[src/q2e_pkg.sv]
// shared constants, types and the cordic arctangent table for the quaternion to euler block
`default_nettype none

package q2e_pkg;

	localparam int QUAT_BITS     = 16;
	localparam int ANGLE_BITS    = 16;
	localparam int CORDIC_STAGES = 16;

	// internal fixed point: 28 fraction bits
	localparam int WORK_FRAC = 28;
	localparam int PROD_W    = 32;
	localparam int WORK_W    = 34;
	localparam int CORDIC_W  = WORK_W + 3;
	localparam int ACC_W     = 32;
	localparam int ROOT_W    = WORK_FRAC + 1;
	localparam int RAD_W     = 2 * WORK_FRAC + 3;
	localparam int SQ_W      = 2 * WORK_FRAC;

	localparam int TERMS_LAT = 2;
	// square, radicand, one stage per root bit
	localparam int ISQ_LAT   = ROOT_W + 2;

	localparam logic signed [WORK_W-1:0] WORK_ONE = WORK_W'(64'sd1 <<< WORK_FRAC);

	localparam logic [ACC_W-1:0] HALF_TURN    = 32'h8000_0000;
	localparam logic [ACC_W-1:0] QUARTER_POS  = 32'h4000_0000;
	localparam logic [ACC_W-1:0] QUARTER_NEG  = 32'hC000_0000;

	localparam logic [ACC_W-1:0] ATAN_TURNS [32] = '{
		32'd536870912, 32'd316933406, 32'd167458907, 32'd85004756,
		32'd42667331,  32'd21354465,  32'd10679838,  32'd5340245,
		32'd2670163,   32'd1335087,   32'd667544,    32'd333772,
		32'd166886,    32'd83443,     32'd41722,     32'd20861,
		32'd10430,     32'd5215,      32'd2608,      32'd1304,
		32'd652,       32'd326,       32'd163,       32'd81,
		32'd41,        32'd20,        32'd10,        32'd5,
		32'd3,         32'd1,         32'd1,         32'd0
	};

	typedef struct packed {
		logic signed [WORK_W-1:0] rs;
		logic signed [WORK_W-1:0] rc;
		logic signed [WORK_W-1:0] ys;
		logic signed [WORK_W-1:0] yc;
		logic signed [WORK_W-1:0] ps;
	} terms_t;

endpackage

`default_nettype wire

[src/q2e_isqrt.sv]
// pipelined floor square root of one minus the pitch sine squared, one root bit per stage
`default_nettype none

module q2e_isqrt (
	input  wire logic                                 clk,
	input  wire logic                                 en,
	input  wire logic signed [q2e_pkg::WORK_W-1:0]    ps,
	output logic             [q2e_pkg::ROOT_W-1:0]    root
);

	localparam int FRAC  = q2e_pkg::WORK_FRAC;
	localparam int RW    = q2e_pkg::ROOT_W;
	localparam int RADW  = q2e_pkg::RAD_W;
	localparam int SQW   = q2e_pkg::SQ_W;

	logic signed [q2e_pkg::WORK_W-1:0] mag;
	logic [FRAC-1:0]                   mag_n;

	// magnitude is below one whenever the root is used
	assign mag   = ps[q2e_pkg::WORK_W-1] ? -ps : ps;
	assign mag_n = mag[FRAC-1:0];

	logic [SQW-1:0]  sq_s1;
	logic [RADW-1:0] rad_s2;

	always_ff @(posedge clk) begin
		if (en) begin
			sq_s1  <= SQW'(mag_n) * SQW'(mag_n);
			rad_s2 <= (RADW'(1) << SQW) - RADW'(sq_s1);
		end
	end

	logic [RADW-1:0] rem_q  [RW];
	logic [RW-1:0]   root_q [RW];

	for (genvar j = 0; j < RW; j++) begin : g_bit
		localparam int K = RW - 1 - j;
		logic [RADW-1:0] rem_in;
		logic [RW-1:0]   root_in;
		logic [RADW-1:0] trial;

		if (j == 0) begin : g_first
			assign rem_in  = rad_s2;
			assign root_in = '0;
		end else begin : g_next
			assign rem_in  = rem_q[j-1];
			assign root_in = root_q[j-1];
		end

		assign trial = (RADW'(root_in) << (K + 1)) + (RADW'(1) << (2 * K));

		always_ff @(posedge clk) begin
			if (en) begin
				if (rem_in >= trial) begin
					rem_q[j]  <= rem_in - trial;
					root_q[j] <= root_in | (RW'(1) << K);
				end else begin
					rem_q[j]  <= rem_in;
					root_q[j] <= root_in;
				end
			end
		end
	end

	assign root = root_q[RW-1];

endmodule

`default_nettype wire

[config.mk]
export PLATFORM = sky130hd
export DESIGN_NAME = q2e_isqrt
export DESIGN_NICKNAME = d
export VERILOG_FILES = /design/src/q2e_pkg.sv /design/src/q2e_isqrt.sv
export SDC_FILE = /design/constraint.sdc
export NUM_CORES = 2
export LEC_CHECK = 0
export ABC_CLOCK_PERIOD_IN_PS = 35800
export BUFFER_PORTS_ARGS = -buffer_cell sky130_fd_sc_hd__buf_2
export CAP_MARGIN = 40
export CELL_PAD_IN_SITES_DETAIL_PLACEMENT = 1
export CELL_PAD_IN_SITES_GLOBAL_PLACEMENT = 1
export CORE_AREA = 5 5 477 479
export CTS_CLUSTER_DIAMETER = 200
export CTS_CLUSTER_SIZE = 14
export DETAILED_ROUTE_END_ITERATION = 6
export DIE_AREA = 0 0 482 484
export GPL_TIMING_DRIVEN = 0
export PLACE_DENSITY = 0.95
export SLEW_MARGIN = 25
export SYNTH_ARGS = -nofsm -noshare
export SYNTH_HDL_FRONTEND = slang
export SYNTH_SLANG_ARGS = --single-unit
[constraint.sdc]
create_clock -name clk -period 35.8 [get_ports clk]
set_input_delay 7.16 -clock clk [delete_from_list [all_inputs] [get_ports clk]]
set_output_delay 7.16 -clock clk [all_outputs]
set_load 0.03 [all_outputs]
Yosys cells after proc, flatten, opt, wreduce, memory -nomap -nowiden
Memories as Yosys holds them, arrays and structs flattened. Cells that the tools add are included.

Register bits: 115. Memory bits (writable): 2552. Input port bits: 36. Output and inout port bits: 29. Memories kept: 2.

Add/sub/neg operators: 59. Multiply operators: 1. $lt $le $gt $ge: 29. Multiplexer cells: 233. Bitwise operators: 58.

Memory list: rem_q (depth 29, width 59, rd ports 28, clocked after memory_dff 0, write ports 29, line q2e_isqrt.sv:33) `logic [RADW-1:0] rem_q [RW];`; root_q (depth 29, width 29, rd ports 29, clocked after memory_dff 0, write ports 29, line q2e_isqrt.sv:34) `logic [RW-1:0] root_q [RW];`.

Operator list (number): two-way mux 59 bit (29); two-way mux 29 bit (29); two-way mux 1 bit (174); >= comparator 59 x 31 -> 1 bit (1); >= comparator 59 x 32 -> 1 bit (1); >= comparator 59 x 33 -> 1 bit (1); >= comparator 59 x 34 -> 1 bit (1); >= comparator 59 x 35 -> 1 bit (1); >= comparator 59 x 36 -> 1 bit (1); >= comparator 59 x 37 -> 1 bit (1); >= comparator 59 x 38 -> 1 bit (1); >= comparator 59 x 39 -> 1 bit (1); >= comparator 59 x 40 -> 1 bit (1); >= comparator 59 x 41 -> 1 bit (1); >= comparator 59 x 42 -> 1 bit (1); >= comparator 59 x 43 -> 1 bit (1); >= comparator 59 x 44 -> 1 bit (1); >= comparator 59 x 45 -> 1 bit (1); >= comparator 59 x 46 -> 1 bit (1); >= comparator 59 x 47 -> 1 bit (1); >= comparator 59 x 48 -> 1 bit (1); >= comparator 59 x 49 -> 1 bit (1); >= comparator 59 x 50 -> 1 bit (1); >= comparator 59 x 51 -> 1 bit (1); 70 further kinds (127).

Logic depth before layout (Yosys ltp)
An unclocked memory read counts as a cell.

Depth after elaboration: 7. Depth in mapped cells: 38. Gate-level depth less buffers: 34.

Least setup slack after synthesis
No wires, ideal clock.

Path kind: input to register. Start: input port ps[0] in the netlist's numbering. End: register sq_s1[54], data pin. Setup time: 0.264 ns. Data arrival time: 16.296 ns. Setup slack: 19.240 ns. Cell stages on the path: 36. Cell sequence: clkbuf_1 -> clkinv_1 -> clkbuf_1 -> ha_1 -> nand3_1 -> or4_1 -> or4_1 -> o41ai_1 -> xnor2_1 -> inv_2 -> buf_2 -> nor2_1 -> inv_1 -> fa_1 -> inv_1 -> fa_1 -> inv_1 -> fa_1 -> inv_1 -> fa_1 -> fa_1 -> fa_1 -> inv_1 -> fa_1 -> inv_1 -> ha_1 -> and3_1 -> and2_1 -> a221o_1 -> a31o_2 -> a41oi_1 -> o21ai_0 -> o211ai_1 -> nor3_1 -> nor4_1 -> xnor2_1.

Longest elaborated chain between the ends: 3.

RTL lines: from (decl) (line q2e_isqrt.sv:7) `input wire logic signed [q2e_pkg::WORK_W-1:0] ps,`; negator 28 bit (line q2e_isqrt.sv:20) `assign mag = ps[q2e_pkg::WORK_W-1] ? -ps : ps;`; two-way mux 28 bit (*) (line q2e_isqrt.sv:20); multiplier 28 x 28 -> 56 bit (*) (line q2e_isqrt.sv:28) `sq_s1 <= SQW'(mag_n) * SQW'(mag_n);`; to (signal assigned) (line q2e_isqrt.sv:28); to (decl) (line q2e_isqrt.sv:23) `logic [SQW-1:0] sq_s1;`.

Every way passes the cells marked *; elsewhere a longest branch is shown, timed or not. A chain may end at the register's enable or synchronous reset.

Worst setup path in the final report
Ends and elaborated chain as after synthesis.

==> impl_metrics.json <==
{
  "h-tree-depth": 4,
  "min_period_ps": 19500,
  "cp_max_fo": 11,
  "post-route-period-util_pct": 54.5,
  "cts_resized": 0,
  "fin_ws_ps": 16300,
  "ys_seq_elements": 2169,
  "hp-class": "flop to flop",
  "die_x_um": 482,
  "finalHoldViolCount": 0,
  "utilization_pct": 61.3,
  "violations": "design-rule violations",
  "n_fill_cell": 22409,
  "dieArea_um2": 233000,
  "final_area_um2": 137000,
  "dr_total_vias": 95512,
  "grt-ovfl-total": 0,
  "final-max-slew-violation-count": 0,
  "skew_ps": 117,
  "tightest_slew_ps": 978,
  "ys_warn_count": 0,
  "synth.most_common_cell": "edfxtp_1",
  "regArea_um2": 65100,
  "gp_congestion": 0.972,
  "cts_setup_buffers": 0,
  "cp-end-kind": "flop",
  "setup_tns_ps": 0,
  "worst_setup_path_start_kind": "input pin",
  "ys_seq_area_share_pct": 51.5,
  "routed_wl_mm": 446,
  "cts.sinks": 2169,
  "slew_headroom_pct": 34.3,
  "dpl-instance-area_um2": 132000,
  "crit_arrival_ps": 20060,
  "dieHeight_um": 484,
  "drive_gt1_share_pct": 4.96,
  "fmax_mhz": 51.3,
  "finalSetupViolations": 0,
  "slowest_stage": "fa_1",
  "syn_nets": 12161,
  "area_growth_syn_to_layout_pct": 8.32,
  "via_per_inst": 6.73,
  "syn_area_um2": 126000,
  "nets": 12495,
  "grt_max_degree": 81,
  "ant_nets": 0,
  "initial_core_util_pct": 56.6,
  "cts_hold_buf": 0,
  "clk_latency_ps": 900,
  "synthArstFlopShare_pct": 0,
  "cts_tree": "built",
  "synth_common_cells": "edfxtp_1 (2,169), inv_1 (1,429), nand2_1 (871), nor2_1 (697), ha_1 (672)",
  "multiInputGateArea_um2": 54900,
  "drt-wirelength-per-cell_um": 31.5,
  "outcome": "finished, violations left",
  "coreArea_um2": 223000,
  "crit_required_ps": 36370,
  "synth_xor_area_share_pct": 6.04,
  "antenna_found_initial": 14,
  "place_hpwl_mm": 316,
  "synthCells": 10838,
  "max_stage_delay_ps": 780,
  "synth.distinct_cells": 101,
  "ioPinCount": 65,
  "place_worst_setup_slack_ps": 15830,
  "fp-row-count": 174,
  "path_clk_slew_ps": 80,
  "drc": 2,
  "drv_cap": 0,
  "grt_pass1_vias": 102509,
  "yosysTopAreaCell": "edfxtp_1",
  "synthSimpleGateAreaFrac_pct": 12.3,
  "drt_iter0_markers": 12082,
  "synth-compound-area-share_pct": 8.26,
  "rsz0062_at_grt": "false",
  "grt_usage_pct": 37.7,
  "grt_first_pass_wirelength_mm": 663,
  "synthMuxAreaShare_pct": 0.336,
  "synth_area_leaders": "edfxtp_1 (52%), fa_1 (9.7%), ha_1 (6.7%)",
  "cts_made_buffers": 172,
  "firstDrtPassIters": 7,
  "crit_type": "input pin to flop",
  "yosys.area.top_type_share_pct": 51.5,
  "cts_max_path_buffers": 3,
  "avgSynthCellArea_um2": 11.7,
  "synth_edf_count": 2169,
  "synth_fa_ha_area_share_pct": 16.4,
  "cpMostUsedCell": "fa_1",
  "cts-root-buf": "clkbuf_16",
  "synth_top_family_by_area": "adder cells",
  "synth_ff_type": "edfxtp_1",
  "io_buffers": 58
}
## area by class of cell
cell class                      count  share of cell area [%]
Inverter                         1439                    3.95
Buffer                            262                   0.847
Antenna cell                        9                  0.0165
Clock buffer                      173                    3.15
Multi-Input combinational cell   6968                    40.1
Sequential cell                  2169                    47.6
Timing Repair Buffer              160                    1.29
Clock inverter                     15                   0.302
Tap cell                         2992                    2.73
## critical path, delay by kind of cell
kind            cells  cell delay [ps]
fa+ha+maj           9             4630
buf+inv            12             2610
simple gates        8             2390
compound gates      6             2380
xor+xnor            2              860
## sequential cells by signal, summed over array words and instances (netlist names)
register	flops
g_bit.rem_in	56
root_q	435
sq_s1	55
rem_q	1623
## placed cells by master (no fill, tap or decap), types with 43 or more instances in the layout
master	synthesis	final
buf_2	27	97
nor4b_1	43	43
inv_1	1429	1429
or4_1	79	79
nor2b_1	81	81
o21a_1	93	93
nand3_1	157	157
edfxtp_1	2169	2169
and3_1	54	54
xor2_1	402	399
o21bai_1	50	50
nor3_1	251	251
a21oi_1	400	400
nand2b_1	98	98
clkbuf_1	224	192
nand2_1	871	871
clkbuf_16	0	172
a21o_1	254	254
nor2_1	697	697
or3_1	115	115
nor4_1	301	296
fa_1	615	615
xnor2_1	470	460
nand4_1	145	145
ha_1	672	672
o21ai_0	515	515
o31ai_1	52	52
## routing by layer
metal	global-route usage [%]	vias to the layer above	wire, um
li1	-	38717	-
met1	45.4	47416	155000
met2	62.0	7101	212000
met3	8.40	2268	45200
met4	22.5	10	34300
met5	0	-	60
## path summary, 6_finish.rpt
kind / startpoint / endpoint / slack (ps) / cells past startpoint
worst max register to register: root_q[0][392] / rem_q[0][864] / 30580 / 12
worst min register to register: g_bit[0].rem_in[5] / rem_q[0][5] / 360 / 0
worst min-delay path: g_bit[0].rem_in[5] / rem_q[0][5] / 360 / 0
worst max-delay path: ps[0] / sq_s1[54] / 16300 / 37
## logic make-up (layout without fill, tap and decap cells)
group / after synthesis / after routing
adder cells (fa/ha/maj): 1287 / 1287
AO/OA/AOI/OAI: 1668 / 1668
multiplexers: 38 / 38
XOR/XNOR: 872 / 872
buffers and inverters: 1701 / 2049
flip-flops: 2169 / 2169
AND/OR/NAND/NOR: 3103 / 3103
other: 0 / 9
## stage by stage
step | hold slack (ps) | cells
detailed placement | 406 | 13962
floorplan | 400 | 10838
finish | 356 | 14187
CTS | 352 | 14150
global route | 366 | 14179
global placement | 407 | 13888
Power is not shown: default switching activity piles up to over one toggle a cycle in this logic, so the estimate is an artifact.
